$ cat src/sv/hcbp_ram.sv
// Generic single-write, single-read RAM with registered read data.
`default_nettype none

module hcbp_ram #(
    parameter int P_WIDTH = 8,
    parameter int P_DEPTH = 16
) (
    input  wire                         i_clk,
    input  wire                         i_we,
    input  wire [$clog2(P_DEPTH)-1:0]   i_waddr,
    input  wire [P_WIDTH-1:0]           i_wdata,
    input  wire                         i_re,
    input  wire [$clog2(P_DEPTH)-1:0]   i_raddr,
    output logic [P_WIDTH-1:0]          o_rdata
);

    logic [P_WIDTH-1:0] r_mem [P_DEPTH];
    logic [P_WIDTH-1:0] r_rdata;

    always_ff @(posedge i_clk) begin
        if (i_we) begin
            r_mem[i_waddr] <= i_wdata;
        end
        if (i_re) begin
            r_rdata <= r_mem[i_raddr];
        end
    end

    assign o_rdata = r_rdata;

endmodule

`default_nettype wire

$ cat config.mk
export PLATFORM = sky130hd
export DESIGN_NAME = hcbp_ram
export DESIGN_NICKNAME = d
export VERILOG_FILES = /design/src/sv/hcbp_ram.sv
export SDC_FILE = /design/constraint.sdc
export NUM_CORES = 1
export LEC_CHECK = 0
export BUFFER_PORTS_ARGS = -buffer_cell sky130_fd_sc_hd__buf_2
export CORE_MARGIN = 4
export CORE_UTILIZATION = 40
export CTS_CLUSTER_DIAMETER = 80
export DETAILED_ROUTE_END_ITERATION = 10
export HOLD_SLACK_MARGIN = 0.15
export SYNTH_ARGS = -nofsm -noshare
export SYNTH_HDL_FRONTEND = slang
export SYNTH_SLANG_ARGS = --single-unit
$ cat constraint.sdc
create_clock -name i_clk -period 3.87 [get_ports i_clk]
set_input_delay 0.387 -clock i_clk [delete_from_list [all_inputs] [get_ports i_clk]]
set_output_delay 0.387 -clock i_clk [all_outputs]
set_load 0.05 [all_outputs]
==> flow_summary.toml <==
[synthesis]
synthAdderAreaFrac_pct = 0
postSynthCellCount = 229
synthTopCellsByArea = "edfxtp_1 78%, mux4_2 7.8%, mux4_1 7.0%, a22oi_1 2.3%, nor2_1 0.93%"
synth-seq-area-share_pct = 78.1
synthDistinctLibCells = 18
synth_area_mm2 = 0.00523
synthMuxAreaShare_pct = 14.8
synth_area_per_cell_um2 = 22.8
synth_top_family_by_area = "multiplexers"
netlist.area_leader.share_pct = 78.1
synth_compound_area_share_pct = 2.30
yosys.area_share.simple_pct = 3.14
yosysTopAreaCell = "edfxtp_1"
ys.warnings.count = 0
synth-xor-area-share_pct = 0
syn-num-nets = 248
synth_seq_cells = 136

[die]
die-height_um = 122
die_w_um = 122
pin_count = 27
num_rows = 41
core_area_mm2 = 0.0127
die_area_mm2 = 0.0150
initial_core_util_pct = 41.1

[sta]
slew_headroom_pct = 36.2
final_max_slew_viol_count = 0
rsz0062_at_grt = "no"
fmax_ghz = 0.538
finalSetupTns_ns = 0
fin_worst_skew_ns = 0.00490
timing_hold_violations_final = 0
worstMarginPinSlew_ns = 0.954
finalCritPeriodShare_pct = 48.0
setup_viol = 0
final.min_clock_period_ns = 1.86

[hold_path]
hold_depth = 1
hp-start = "i_wdata[0]"
holdPathEnd = "r_mem[8][0]$_DFFE_PP_"
hold_class = "input pin to flip-flop"

[drt]
post_drt_via_cell_ratio = 5.31
drt-total-wl_mm = 10.1
drc = 0
dr.pass1.iters = 4
vias = 2393
ant_nets = 0
wire_per_inst_um = 22.3
drt-initial-drc-count = 205

[finish]
synthToLayoutAreaGrowth_pct = 17.4
layout_common_cells = "136 x edfxtp_1, 26 x buf_2, 18 x mux4_2"
nets = 287
antennaDiodeCount = 0
fin_cells = 451
final_area_mm2 = 0.00614
layout-drive-gt1-share_pct = 27.6
final_common_cell = "edfxtp_1"
fill_cells = 1075

[clocking]
cts_hold_buf = 0
cts_inserted_buffers = 17
cts.path.max_buffers = 2
clock-sinks = 136
ctsHtreeMaxLevel = 4
clkLatencyLatePin_ns = 0.40
ctsResizeCount = 0
cts_tree = "done"
clk_pin_slew_ns = 0.05
cts_root_buffer = "clkbuf_16"
post-cts-setup-buffers = 0

[power_and_ir_drop]
power_density_mw_per_mm2 = 572
vdd_ir_drop_max_mv = 0.269
power.leakage_uw = 0.00203

[critical_path]
cp.required_ns = 4.02
cp-end-kind = "flip-flop"
critPathLaunch = "i_raddr[0]"
r2r_slack_ns = 2.35
startpoint_type = "input pin"
r2r_start = "r_mem[1][1]$_DFFE_PP_"
critPathKind = "input pin to flip-flop"
arrival_ns = 2.01
rr_worst_depth = 3
cpPeakStageDelay_ns = 0.63
cp_top_family = "multiplexers"
critical_path.cell_chain = "buf_2, buf_4, mux4_1, a22oi_1, nand2_1"
cp_max_fo = 32
critPathBufInv = 2
critical_path.slowest_cell = "mux4_1"
timing.rr.end = "o_rdata[1]$_DFFE_PP_"

[placed_design]
portBuffers = 26
post-dp-hpwl_mm = 6.20
dpl.cell_count = 421
placed_area_mm2 = 0.00552
gp_congestion = 0.722

[global_route]
overflow = 0
grt_max_degree = 33
antenna_found_initial = 0
grt_usage_pct = 14.5
grt_pass1_wl_mm = 15.0
grt_pass1_vias = 2471

[job]
max-cap-violations = 0

[run_status]
status = "complete, no violations"
## worst max-delay path by stage
stage                             to  cells after the start
2_1_floorplan  r_mem[0][0]$_DFFE_PP_                      2
3_3_place_gp    o_rdata[1]$_DFFE_PP_                      5
3_5_place_dp    o_rdata[1]$_DFFE_PP_                      5
4_1_cts         o_rdata[1]$_DFFE_PP_                      5
5_1_grt         o_rdata[6]$_DFFE_PP_                      5
6_report        o_rdata[1]$_DFFE_PP_                      5
## cell usage after synthesis
library cell and instances:
a22oi_1 16, and2_1 1, and2b_1 1, buf_2 3, buf_4 1, buf_6 3
clkdlybuf4s25_2 3, edfxtp_1 136, mux4_1 14, mux4_2 18, nand2_1 9, nand2b_1 2
nand3_1 1, nand3b_1 2, nor2_1 13, nor2b_1 1, nor3_1 4, or3b_2 1
## registers in the layout, indices dropped and copies added, names as in the netlist
signal,flops
o_rdata,8
r_mem,128
## kinds of logic (layout without fill, tap and decap cells)
kind of cell,Yosys count,after routing
flip-flops,136,136
multiplexers,32,32
buffers and inverters,10,60
AND/OR/NAND/NOR,35,35
AO/OA/AOI/OAI,16,16
## layer usage
layer | routed length (um) | vias up | GRT usage, % | part of all wire, %
met5 | 0 | - | 0 | 0
met4 | 168 | 0 | 6.30 | 1.7
met3 | 518 | 13 | 3.50 | 5.2
met2 | 4860 | 72 | 22.4 | 48
met1 | 4500 | 1250 | 19.8 | 45
li1 | - | 1058 | - | -
## worst reg2reg max path: stages (launching register included)
cell and delay (ns):
edfxtp_1 0.36, mux4_1 0.51, a22oi_1 0.32, nand2_1 0.09
## power by group
part | leakage (uW) | internal (uW) | switching, uW
Combinational | 0.000495 | 58.3 | 109
Clock | 0.000299 | 1130 | 545
Sequential | 0.00124 | 1660 | 8.96
Total | 0.00203 | 2850 | 663
## cell type report
cell class,instances,area [um^2],area share (%)
repair buffers,30,160,2.61
clock inverters,10,178,2.90
flip-flops and latches,136,4080,66.6
multi-input cells,83,1060,17.3
well taps,172,215,3.51
clock buffers,20,437,7.12
## per-stage QoR
stage	utilization (%)	worst slack, ns	hold WS (ns)	power [uW]
3_5_place_dp	43.4	1.57	0.743	1870
6_report	48.2	2.01	0.364	3510
3_3_place_gp	43.4	1.57	0.729	1870
5_1_grt	48.2	1.89	0.364	3630
4_1_cts	48.2	1.99	0.355	3540
2_1_floorplan	-	1.99	0.486	1810
Note: power is estimated with default switching activity, not from simulation.
