<file path="config.mk">
export PLATFORM = sky130hd
export DESIGN_NAME = hcbp_emit
export DESIGN_NICKNAME = d
export VERILOG_FILES = /design/src/sv/hcbp_pkg.sv /design/src/sv/hcbp_emit.sv
export SDC_FILE = /design/constraint.sdc
export NUM_CORES = 1
export LEC_CHECK = 0
export ABC_AREA = 1
export BUFFER_PORTS_ARGS = -buffer_cell sky130_fd_sc_hd__buf_4
export CAP_MARGIN = 20
export CORE_MARGIN = 5
export CORE_UTILIZATION = 40
export DETAILED_ROUTE_END_ITERATION = 10
export SYNTH_ARGS = -nofsm -noshare
export SYNTH_HDL_FRONTEND = slang
export SYNTH_SLANG_ARGS = --single-unit
</file>
<file path="constraint.sdc">
create_clock -name i_clk -period 3.4 [get_ports i_clk]
set_input_delay 0.51 -clock i_clk [delete_from_list [all_inputs] [get_ports i_clk]]
set_output_delay 0.51 -clock i_clk [all_outputs]
set_load 0.02 [all_outputs]
</file>
<file path="src/sv/hcbp_pkg.sv">
// Shared constants and types for the Huffman code bit packer.
`default_nettype none

package hcbp_pkg;

    localparam int MAX_CODE_LEN  = 32;
    localparam int SYMBOL_COUNT  = 256;
    localparam int CODE_CAP      = (MAX_CODE_LEN < 32) ? MAX_CODE_LEN : 32;
    localparam int GROUP_BITS    = 7;
    localparam int WORD_W        = 32;
    localparam int LEN_W         = 6;
    localparam int PEND_W        = GROUP_BITS - 1;           // pending bits between items
    localparam int ACC_W         = CODE_CAP + PEND_W;        // pending plus one code word
    localparam int MAX_BYTES     = ACC_W / GROUP_BITS;       // full groups per item
    localparam int BUF_W         = MAX_BYTES * GROUP_BITS;
    localparam int CNT_W         = 3;                        // holds 0..MAX_BYTES
    localparam int PCNT_W        = 3;                        // holds 0..PEND_W
    localparam int SYM_AW        = $clog2(SYMBOL_COUNT);

    localparam logic [1:0] MODE_LOAD   = 2'd0;
    localparam logic [1:0] MODE_ENCODE = 2'd1;
    localparam logic [1:0] MODE_FLUSH  = 2'd2;

    typedef struct packed {
        logic [LEN_W-1:0]  len;
        logic [WORD_W-1:0] code;
    } t_entry;

    // Group of full 7-bit chunks, right-aligned, first chunk most significant.
    typedef struct packed {
        logic [BUF_W-1:0] bits;
        logic [CNT_W-1:0] cnt;
    } t_grp;

endpackage

`default_nettype wire

</file>
<file path="src/sv/hcbp_emit.sv">
// Output buffer: sends one packed byte per beat from a group of 7-bit chunks.
`default_nettype none

module hcbp_emit
    import hcbp_pkg::*;
(
    input  wire         i_clk,
    input  wire         i_rst_n,
    input  wire         i_push,
    input  t_grp        i_grp,
    output logic        o_free,
    output logic        o_valid,
    input  wire         i_stall,
    output logic [7:0]  o_out_byte,
    output logic        o_last
);

    logic [BUF_W-1:0] r_bits;
    logic [CNT_W-1:0] r_cnt;
    logic [CNT_W-1:0] n_cnt;
    logic [GROUP_BITS-1:0] chunk;

    assign o_valid = (r_cnt != '0);
    assign o_last  = (r_cnt == CNT_W'(1));
    assign o_free  = (r_cnt == '0) || (o_last && !i_stall);

    always_comb begin
        chunk = '0;
        for (int k = 1; k <= MAX_BYTES; k++) begin
            if (r_cnt == CNT_W'(k)) begin
                chunk = r_bits[k*GROUP_BITS-1 -: GROUP_BITS];
            end
        end
        o_out_byte = {chunk, 1'b0};
    end

    always_comb begin
        n_cnt = r_cnt;
        if (i_push) begin
            n_cnt = i_grp.cnt;
        end else if (o_valid && !i_stall) begin
            n_cnt = r_cnt - CNT_W'(1);
        end
    end

    always_ff @(posedge i_clk) begin
        if (!i_rst_n) begin
            r_cnt <= '0;
        end else begin
            r_cnt <= n_cnt;
        end
        if (i_push) begin
            r_bits <= i_grp.bits;
        end
    end

`ifndef ASSERT_OFF
    a_cnt_range: assert property (@(posedge i_clk) disable iff (!i_rst_n)
        r_cnt <= CNT_W'(MAX_BYTES))
        else $error("byte count above group limit");

    a_no_overrun: assert property (@(posedge i_clk) disable iff (!i_rst_n)
        i_push |-> (r_cnt == '0) || (r_cnt == CNT_W'(1) && !i_stall))
        else $error("group pushed over unsent bytes");

    a_hold_out: assert property (@(posedge i_clk) disable iff (!i_rst_n)
        o_valid && i_stall |=> o_valid && $stable(o_out_byte) && $stable(o_last))
        else $error("stalled output beat changed");
`endif

endmodule

`default_nettype wire

</file>
==> impl_metrics.json <==
{
  "maxCapViolCount": 0,
  "dp_hpwl_um": 2550,
  "dieArea_um2": 5850,
  "avgSynthCellArea_um2": 9.26,
  "fin_nets": 290,
  "period_needed_ps": 2390,
  "rsz0062_at_grt": "no",
  "p_leak_nw": 1.11,
  "drv_slew": 0,
  "crit_type": "flop to output pin",
  "dieWidth_um": 76.5,
  "cts.sinks": 38,
  "drtAntennaViolNets": 0,
  "crit_path_max_fanout": 8,
  "holdPathStages": 1,
  "vias_per_cell": 4.54,
  "fillers": 433,
  "portBuffers": 51,
  "synthTopCellsByArea": "edfxtp_1 (59%), nand2_1 (15%), nor2_1 (5.3%)",
  "worstPathRequired_ps": 2890,
  "post_cts_buffers": 0,
  "dr.pass1.iters": 4,
  "synth_cells": 191,
  "antenna_found_initial": 0,
  "antenna_cells": 0,
  "grt_pass1_wl_um": 6000,
  "maxSlewHeadroom": 0.666,
  "path_cells": "inv_1 -> ha_1 -> inv_1 -> nor2_2 -> nand2_1 -> nand2_1 -> nand2_1 -> nand2_1 -> nand2_1 -> nand2_1 -> buf_4",
  "ys_seq_area_frac": 0.628,
  "grt_pass1_vias": 1369,
  "numCtsBuffers": 5,
  "wire_per_inst_um": 12.2,
  "power_density_nw_per_um2": 530,
  "overflow": 0,
  "drt-total-wl_um": 3610,
  "worst_slew_pin_slew_ps": 500,
  "slowest_stage": "dfxtp_1",
  "synth.top_cell.area_share": 0.594,
  "max_stage_delay_ps": 360,
  "final_hold_viol_count": 0,
  "grt_max_degree": 42,
  "rows": 24,
  "cts_tree": "yes",
  "start_kind": "flop",
  "syn_area_um2": 1770,
  "holdCritPathClass": "input port to flop",
  "status": "finished clean",
  "cp_common_cell": "nand2_1",
  "post_cts_resize_count": 0,
  "htree_levels": 2,
  "area_growth_pct": 31.3,
  "cts_root_buffer": "clkbuf_8",
  "path_clk_slew_ps": 80,
  "clock_skew_ps": 0.303,
  "crit_family": "simple AND/OR/NAND/NOR gates",
  "ys_warn_count": 0,
  "ios": 53,
  "p_total_mw": 1.23,
  "dr_total_vias": 1345,
  "end_kind": "output pin",
  "netlist.top_cell.by_area": "edfxtp_1",
  "clkLatencyLatePin_ps": 290,
  "drive_above_1_share": 0.262,
  "clockBufferDepth": 2,
  "core_um2": 4320,
  "critPathBufInv": 3,
  "max_freq_mhz": 419,
  "synth-seq-cells": 38,
  "grt_usage": 0.131,
  "cp.depth": 11,
  "die_h_um": 76.5,
  "reg2reg_depth": 7,
  "holdBufCountCts": 0,
  "start_util": 0.409,
  "fin_setup_tns_ps": 0,
  "min_period_over_period": 0.702,
  "vdd_drop_max_v": 0.000212,
  "routabilityCongestion": 0.770,
  "synth_fp_nets": 238,
  "ys_types": 16,
  "drc": 0,
  "worstPathArrival_ps": 1880,
  "setup_viol": 0,
  "first_iter_violations": 74
}
==> flip-flops by register name, summed over array words and instances (netlist names) <==
| name | cells |
|---|---|
| r_bits | 35 |
| r_cnt | 3 |
==> final cells by class <==
cell class / instances / area (µm²) / share of cell area
Multi-Input combinational cell: 124 / 539 / 0.232
Clock inverter: 3 / 68.8 / 0.0296
Clock buffer: 5 / 68.8 / 0.0296
Inverter: 23 / 86.3 / 0.0372
Sequential cell: 38 / 1110 / 0.478
Timing Repair Buffer: 51 / 383 / 0.165
Tap cell: 52 / 65.1 / 0.0280
==> power breakdown <==
part / leakage, nW / total [mW] / switching (mW) / internal (mW)
combinational: 0.678 / 0.207 / 0.118 / 0.0896
clock: 0.0683 / 0.458 / 0.164 / 0.294
sequential: 0.367 / 0.566 / 0.0149 / 0.551
total: 1.11 / 1.23 / 0.297 / 0.935
==> synth_stat cells <==
cell type and n:
buf_2 5, conb_1 1, buf_4 1, a21oi_1 3, nor2_1 25, nand3_1 9, dfxtp_1 3, nand2_2 2
nand2_1 73, nor2_2 2, ha_1 5, inv_1 22, edfxtp_1 35, o21ai_0 3, o21ai_1 1, inv_2 1
==> metrics by stage <==
stage	cells	area, µm²	worst slack (ps)	util	hold WS (ps)
floorplan	191	1770	1530	-	493
global placement	288	2180	1370	0.505	524
detailed placement	288	2180	1330	0.505	532
CTS	296	2320	976	0.537	368
global route	296	2320	705	0.537	359
finish	296	2320	1010	0.537	384
==> worst register-to-register path: cells and delay by family, from the launching register on <==
family / cells / cell delay (ps)
flops: 1 / 410
buf+inv: 1 / 110
compound gates: 1 / 110
simple gates: 4 / 430
fa+ha+maj: 1 / 230
==> routing by layer <==
layer / vias to the layer above / track usage / share of wire
li1: 702 / - / -
met1: 614 / 0.140 / 0.40
met2: 25 / 0.232 / 0.56
met3: 4 / 0.0366 / 0.032
met4: 0 / 0.0682 / 0.016
met5: - / 0 / 0
==> worst paths after layout <==
path / start / endpoint / slack [ps]
max: r_cnt[0] / o_out_byte[3] / 1010
min: i_grp[29] / r_bits[26] / 380
max reg2reg: r_cnt[0] / r_cnt[1] / 2050
min reg2reg: r_cnt[1] / r_cnt[1] / 540
==> layout by cell type (no fill, tap or decap), types with 2 or more instances in the layout <==
| cell type | n |
|---|---|
| dfxtp_1 | 3 |
| o21ai_0 | 3 |
| a21oi_1 | 3 |
| nand2_1 | 73 |
| nand2_2 | 2 |
| inv_1 | 22 |
| nor2_1 | 25 |
| edfxtp_1 | 35 |
| bufinv_16 | 2 |
| nand3_1 | 9 |
| nor2_2 | 2 |
| clkbuf_8 | 5 |
| buf_4 | 51 |
| ha_1 | 5 |
==> kinds of logic after synthesis <==
group,Yosys count,share of synthesized area
adder cells (fa/ha/maj),5,0.0354
other,1,0.00212
flip-flops,38,0.628
AND/OR/NAND/NOR,111,0.248
AO/OA/AOI/OAI,7,0.0198
buffers and inverters,29,0.0672
(Power assumes the default switching activity.)
