`src/sv/hcbp_pkg.sv`:
```
// Shared constants and types for the Huffman code bit packer.
`default_nettype none

package hcbp_pkg;

    localparam int MAX_CODE_LEN  = 32;
    localparam int SYMBOL_COUNT  = 256;
    localparam int CODE_CAP      = (MAX_CODE_LEN < 32) ? MAX_CODE_LEN : 32;
    localparam int GROUP_BITS    = 7;
    localparam int WORD_W        = 32;
    localparam int LEN_W         = 6;
    localparam int PEND_W        = GROUP_BITS - 1;           // pending bits between items
    localparam int ACC_W         = CODE_CAP + PEND_W;        // pending plus one code word
    localparam int MAX_BYTES     = ACC_W / GROUP_BITS;       // full groups per item
    localparam int BUF_W         = MAX_BYTES * GROUP_BITS;
    localparam int CNT_W         = 3;                        // holds 0..MAX_BYTES
    localparam int PCNT_W        = 3;                        // holds 0..PEND_W
    localparam int SYM_AW        = $clog2(SYMBOL_COUNT);

    localparam logic [1:0] MODE_LOAD   = 2'd0;
    localparam logic [1:0] MODE_ENCODE = 2'd1;
    localparam logic [1:0] MODE_FLUSH  = 2'd2;

    typedef struct packed {
        logic [LEN_W-1:0]  len;
        logic [WORD_W-1:0] code;
    } t_entry;

    // Group of full 7-bit chunks, right-aligned, first chunk most significant.
    typedef struct packed {
        logic [BUF_W-1:0] bits;
        logic [CNT_W-1:0] cnt;
    } t_grp;

endpackage

`default_nettype wire

```
`src/sv/hcbp_pack.sv`:
```
// Merge stage: joins pending bits with the looked-up code and splits off 7-bit groups.
`default_nettype none

module hcbp_pack
    import hcbp_pkg::*;
(
    input  wire          i_clk,
    input  wire          i_rst_n,
    input  wire          i_load,    // encode or flush beat enters this stage
    input  wire          i_flush,
    input  t_entry       i_entry,   // table read data for an encode beat
    input  wire          i_free,    // emit buffer takes a group this cycle
    output logic         o_busy,
    output logic         o_push,
    output t_grp         o_grp
);

    logic              r_valid;
    logic              r_flush;
    logic [PEND_W-1:0] r_acc;
    logic [PCNT_W-1:0] r_pcnt;

    logic              n_valid;
    logic [PEND_W-1:0] n_acc;
    logic [PCNT_W-1:0] n_pcnt;

    logic [ACC_W-1:0]  v;
    logic [LEN_W-1:0]  tot;
    logic [CNT_W-1:0]  nb;
    logic [PCNT_W-1:0] rem;
    logic [ACC_W-1:0]  sh;
    logic [PEND_W:0]   keep;
    logic [PEND_W-1:0] enc_acc;
    t_grp              grp;
    logic              adv;

    always_comb begin
        v    = (ACC_W'(r_acc) << i_entry.len) | ACC_W'(i_entry.code);
        tot  = LEN_W'(r_pcnt) + i_entry.len;
        // tot / 7 for tot <= 38 via reciprocal 37/256
        nb   = CNT_W'((11'(tot) * 11'd37) >> 8);
        rem  = PCNT_W'(tot - LEN_W'(LEN_W'(nb) * LEN_W'(GROUP_BITS)));
        sh   = v >> rem;
        keep = ((PEND_W+1)'(1) << rem) - (PEND_W+1)'(1);
        enc_acc = v[PEND_W-1:0] & keep[PEND_W-1:0];

        if (r_flush) begin
            grp.bits = BUF_W'(GROUP_BITS'({1'b0, r_acc} << (PCNT_W'(GROUP_BITS) - r_pcnt)));
            grp.cnt  = (r_pcnt != '0) ? CNT_W'(1) : '0;
        end else begin
            grp.bits = sh[BUF_W-1:0];
            grp.cnt  = nb;
        end
    end

    assign adv    = r_valid && ((grp.cnt == '0) || i_free);
    assign o_busy = r_valid && !adv;
    assign o_push = adv && (grp.cnt != '0);
    assign o_grp  = grp;

    always_comb begin
        n_valid = r_valid;
        n_acc   = r_acc;
        n_pcnt  = r_pcnt;
        if (adv) begin
            n_valid = 1'b0;
            if (r_flush) begin
                n_acc  = '0;
                n_pcnt = '0;
            end else begin
                n_acc  = enc_acc;
                n_pcnt = rem;
            end
        end
        if (i_load) begin
            n_valid = 1'b1;
        end
    end

    always_ff @(posedge i_clk) begin
        if (!i_rst_n) begin
            r_valid <= 1'b0;
            r_acc   <= '0;
            r_pcnt  <= '0;
        end else begin
            r_valid <= n_valid;
            r_acc   <= n_acc;
            r_pcnt  <= n_pcnt;
        end
        if (i_load) begin
            r_flush <= i_flush;
        end
    end

`ifndef ASSERT_OFF
    a_pcnt_range: assert property (@(posedge i_clk) disable iff (!i_rst_n)
        r_pcnt <= PCNT_W'(PEND_W))
        else $error("pending count above group size");

    a_acc_clean: assert property (@(posedge i_clk) disable iff (!i_rst_n)
        (r_acc >> r_pcnt) == '0)
        else $error("stray bits above pending count");

    a_hold_busy: assert property (@(posedge i_clk) disable iff (!i_rst_n)
        o_busy |=> r_valid && $stable(r_flush))
        else $error("stalled merge beat lost");
`endif

endmodule

`default_nettype wire

```
`config.mk`:
```
export PLATFORM = sky130hd
export DESIGN_NAME = hcbp_pack
export DESIGN_NICKNAME = d
export VERILOG_FILES = /design/src/sv/hcbp_pkg.sv /design/src/sv/hcbp_pack.sv
export SDC_FILE = /design/constraint.sdc
export NUM_CORES = 1
export LEC_CHECK = 0
export BUFFER_PORTS_ARGS = -buffer_cell sky130_fd_sc_hd__buf_2
export CAP_MARGIN = 20
export CORE_MARGIN = 2
export CORE_UTILIZATION = 50
export CTS_CLUSTER_DIAMETER = 100
export CTS_CLUSTER_SIZE = 30
export DETAILED_ROUTE_END_ITERATION = 10
export PLACE_DENSITY = 0.75
export SETUP_SLACK_MARGIN = 0.05
export SYNTH_ARGS = -nofsm -noshare
export SYNTH_HDL_FRONTEND = slang
export SYNTH_SLANG_ARGS = --single-unit
```
`constraint.sdc`:
```
create_clock -name i_clk -period 13 [get_ports i_clk]
set_input_delay 0.65 -clock i_clk [delete_from_list [all_inputs] [get_ports i_clk]]
set_output_delay 0.65 -clock i_clk [all_outputs]
set_load 0.02 [all_outputs]
```
==> impl_metrics.yaml <==
worst_setup_path:
  arrival_ns: 6.81
  cp_cell_sequence: "ha_1 -> a211oi_2 -> nor3_1 -> or2_2 -> ha_1 -> ha_1 -> fa_1 -> ha_1 -> a21oi_2 -> o21ai_0 -> xor2_1 -> ha_1 -> clkinv_1 -> buf_16 -> o32ai_1 -> mux2i_1 -> a22o_1 -> buf_2"
  critical_path.max_fanout: 25
  timing.reg2reg.setup_slack_ns: 6.21
  worstRegToRegCells: 19
  start_kind: "register"
  worst-path-buf-inv: 3
  timing.critical_path.max_delay_family: "adder cells"
  crit_top_cell: "sky130_fd_sc_hd__ha_1"
  cp_slowest_stage_delay_ns: 0.79
  critPathKind: "reg2out"
  crit_path_top_delay_cell: "sky130_fd_sc_hd__ha_1"
  worstSetupEndpointType: "output pin"
  r2r_end: "r_acc[1]"
  worstReg2RegStart: "r_pcnt[1]"
  worstPathRequired_ns: 12.35
cells_and_area:
  seq_area_um2: 230
  final_cell_area_um2: 3920
  n_fill_cell: 656
  nNetsFinal: 578
  antenna_diode_count: 0
  layoutNonFillerInstCount: 591
  area_growth_syn_to_layout_pct: 12.3
  post_route_cells_drive_above_1_share: 0.274
  total_area_of_multi_input_combinational_cells_um2: 3050
clock_network:
  post_cts_hold_buffer_count: 0
  ctsRootBufferMaster: "sky130_fd_sc_hd__clkbuf_8"
  clock_tree_from_tritoncts: "built"
  cts_made_buffers: 3
  clock_tree.htree_level_count: 1
  clkSlewWorstSetupHoldPaths_ns: 0.05
  cts.repair_timing.setup_buffer_count: 0
  clk_buf_depth: 2
  tritoncts_num_sinks: 11
  cts_resized: 0
  clock_latency_ns: 0.24
detailed_routing:
  drtIter0Drc: 307
  detail-route-antenna-nets: 0
  routed_wirelength_um: 11400
  routed_wire_length_per_instance_um: 19.2
  drt-pass1-iter-count: 5
  drt-vias-per-instance: 6.61
  vias: 3904
  drc: 0
grt:
  gr-usage-all-layers: 0.289
  number_of_global_route_vias_before_repair: 3560
  global_route_wire_length_before_repair_um: 17700
  grt_overflow_total: 0
  grt_start_max_net_pins: 47
  initial_antenna_violation_count: 0
sta:
  fmax_ghz: 0.134
  final.setup_skew_ns: 0.00243
  final_hold_fails: 0
  timing.final.ws_setup_ns: 5.54
  final.period_utilization: 0.574
  post-route-min-period_ns: 7.46
  grt_setup_unrepaired: "false"
  timing.final.setup_violations: 0
  timing_worst_slew_pin_value_ns: 1.02
  max-slew-margin-rel: 0.323
  final_report_max_slew_violation_count: 0
  tns_ns: 0
place:
  placed_cell_area_um2: 3850
  dpl.hpwl_um: 8940
  port_buffers: 82
  place.gp.congestion: 0.922
  dpl_cells: 586
  post-place-ws_ns: 5.26
synth:
  synthArstFlopShare: 0
  synth_simple_gate_area_frac: 0.203
  synthDominantCellAreaShare: 0.100
  synth_top_area_cell: "sky130_fd_sc_hd__mux2i_1"
  unique_masters_post_synth: 79
  yosysMostFrequentCell: "sky130_fd_sc_hd__nand2_1"
  synthAdderAreaFrac: 0.0889
  syn-mean-instance-area_um2: 7.57
  synth.cell_area_um2: 3490
  synth-edff-count: 1
  synth_ff_type: "sky130_fd_sc_hd__dfxtp_1"
  synth-compound-area-share: 0.331
  synth_sequential_area_ratio: 0.0660
  synth.area.mux_share: 0.210
  combinational_family_with_the_most_area_after_synthesis: "compound AO/OA/AOI/OAI gates"
  synth_xor_area_frac: 0.0391
  synth.top_cells.by_count: "sky130_fd_sc_hd__nand2_1 (47), sky130_fd_sc_hd__mux2i_1 (35), sky130_fd_sc_hd__nor2_1 (35), sky130_fd_sc_hd__a21oi_1 (31)"
  yosys-top-cells-area: "sky130_fd_sc_hd__mux2i_1 (10%), sky130_fd_sc_hd__mux2_2 (7.7%), sky130_fd_sc_hd__ha_1 (7.2%), sky130_fd_sc_hd__dfxtp_1 (5.7%), sky130_fd_sc_hd__nand2_1 (5.1%)"
  ys_ff_latch: 11
  syn_nets: 527
  syn_warnings: 0
  post_synth_inst_count: 461
run_status:
  outcome: "finished, final reports clean"
worst_hold_path:
  holdPathStages: 2
  worst_hold_startpoint: "r_acc[5]"
  worstHoldPathType: "reg2reg"
  holdPathEnd: "r_acc[5]"
floorplan:
  initial_core_util: 0.516
  rows: 30
  floorplan.io_pins: 83
  chipHeight_um: 87.5
  die-area_um2: 7660
  die-width_um: 87.5
  design.core.area_um2: 6760
flow_run:
  max-cap-violations: 0
placed cells by master (no fill, tap or decap), types with 5 or more instances in the layout:
master,instances
sky130_fd_sc_hd__buf_2,82
sky130_fd_sc_hd__nand2_1,47
sky130_fd_sc_hd__nor2_1,35
sky130_fd_sc_hd__mux2i_1,35
sky130_fd_sc_hd__a21oi_1,31
sky130_fd_sc_hd__mux2_2,24
sky130_fd_sc_hd__ha_1,20
sky130_fd_sc_hd__inv_1,15
sky130_fd_sc_hd__o21ai_0,13
sky130_fd_sc_hd__a22o_1,12
sky130_fd_sc_hd__nand3_1,11
sky130_fd_sc_hd__o22ai_1,10
sky130_fd_sc_hd__o2bb2ai_1,10
sky130_fd_sc_hd__dfxtp_1,10
sky130_fd_sc_hd__nor3_1,8
sky130_fd_sc_hd__nand2b_1,7
sky130_fd_sc_hd__a211oi_1,7
sky130_fd_sc_hd__a21o_1,6
sky130_fd_sc_hd__nor2b_1,6
sky130_fd_sc_hd__a211o_1,6
sky130_fd_sc_hd__o21a_1,5
sky130_fd_sc_hd__or2_2,5
sky130_fd_sc_hd__and3_1,5
sky130_fd_sc_hd__mux4_2,5
sky130_fd_sc_hd__o31ai_1,5
sky130_fd_sc_hd__o211ai_1,5
how the worst max path moves through the flow:
stage,from,endpoint,slack [ns],depth (start not counted)
floorplan,i_entry[33],o_grp[7],6.66,17
global placement,i_entry[33],o_grp[5],5.48,19
detailed placement,i_entry[33],o_grp[11],5.26,19
CTS,r_pcnt[1],o_grp[7],5.22,18
global route,r_pcnt[1],o_grp[13],5.08,18
finish,r_pcnt[1],o_grp[13],5.54,18
worst register-to-register path, stage by stage (launching register included):
cell	delay, ns
sky130_fd_sc_hd__dfxtp_1	0.70
sky130_fd_sc_hd__ha_1	0.37
sky130_fd_sc_hd__a211oi_2	0.34
sky130_fd_sc_hd__nor3_1	0.11
sky130_fd_sc_hd__or2_2	0.32
sky130_fd_sc_hd__ha_1	0.29
sky130_fd_sc_hd__ha_1	0.20
sky130_fd_sc_hd__fa_1	0.40
sky130_fd_sc_hd__ha_1	0.34
sky130_fd_sc_hd__a21oi_2	0.11
sky130_fd_sc_hd__a21oi_1	0.39
sky130_fd_sc_hd__a21o_1	0.27
sky130_fd_sc_hd__nand2_1	0.13
sky130_fd_sc_hd__fa_2	1.24
sky130_fd_sc_hd__nand2_1	0.23
sky130_fd_sc_hd__nor2_1	0.26
sky130_fd_sc_hd__inv_1	0.07
sky130_fd_sc_hd__ha_1	0.26
sky130_fd_sc_hd__or4_1	0.52
sky130_fd_sc_hd__a21boi_1	0.16
cells by family after synthesis:
logic type | count (synthesis)
simple gates | 146
buf+inv | 53
flops | 11
compound gates | 154
fa+ha+maj | 23
xor+xnor | 10
mux | 64
flip-flops by register name, summed over array words and instances, names as in the netlist:
signal	count
r_acc	6
r_flush	1
r_valid	1
r_pcnt	3
stage by stage:
stage | hold slack, ns | utilization
finish | 0.572 | 0.580
global route | 0.577 | 0.580
floorplan | 0.480 | -
CTS | 0.569 | 0.576
global placement | 0.550 | 0.569
detailed placement | 0.563 | 0.569
final cells by class:
class                      count  share of cell area
sequential                    11              0.0587
clock inverter                 1             0.00128
clock buffer                   3              0.0105
multi-input combinational    397               0.777
inverter                      16              0.0153
tap                           80              0.0255
timing repair buffer          83               0.112
per-layer routing:
| metal | share of wire | track usage |
|---|---|---|
| met5 | 0 | 0 |
| met4 | 0.025 | 0.0867 |
| met3 | 0.067 | 0.0170 |
| met2 | 0.49 | 0.514 |
| met1 | 0.42 | 0.375 |
Power is left out: the tool's default activity adds up to more than one toggle a clock period on the data nets, which glitch-free logic cannot reach.
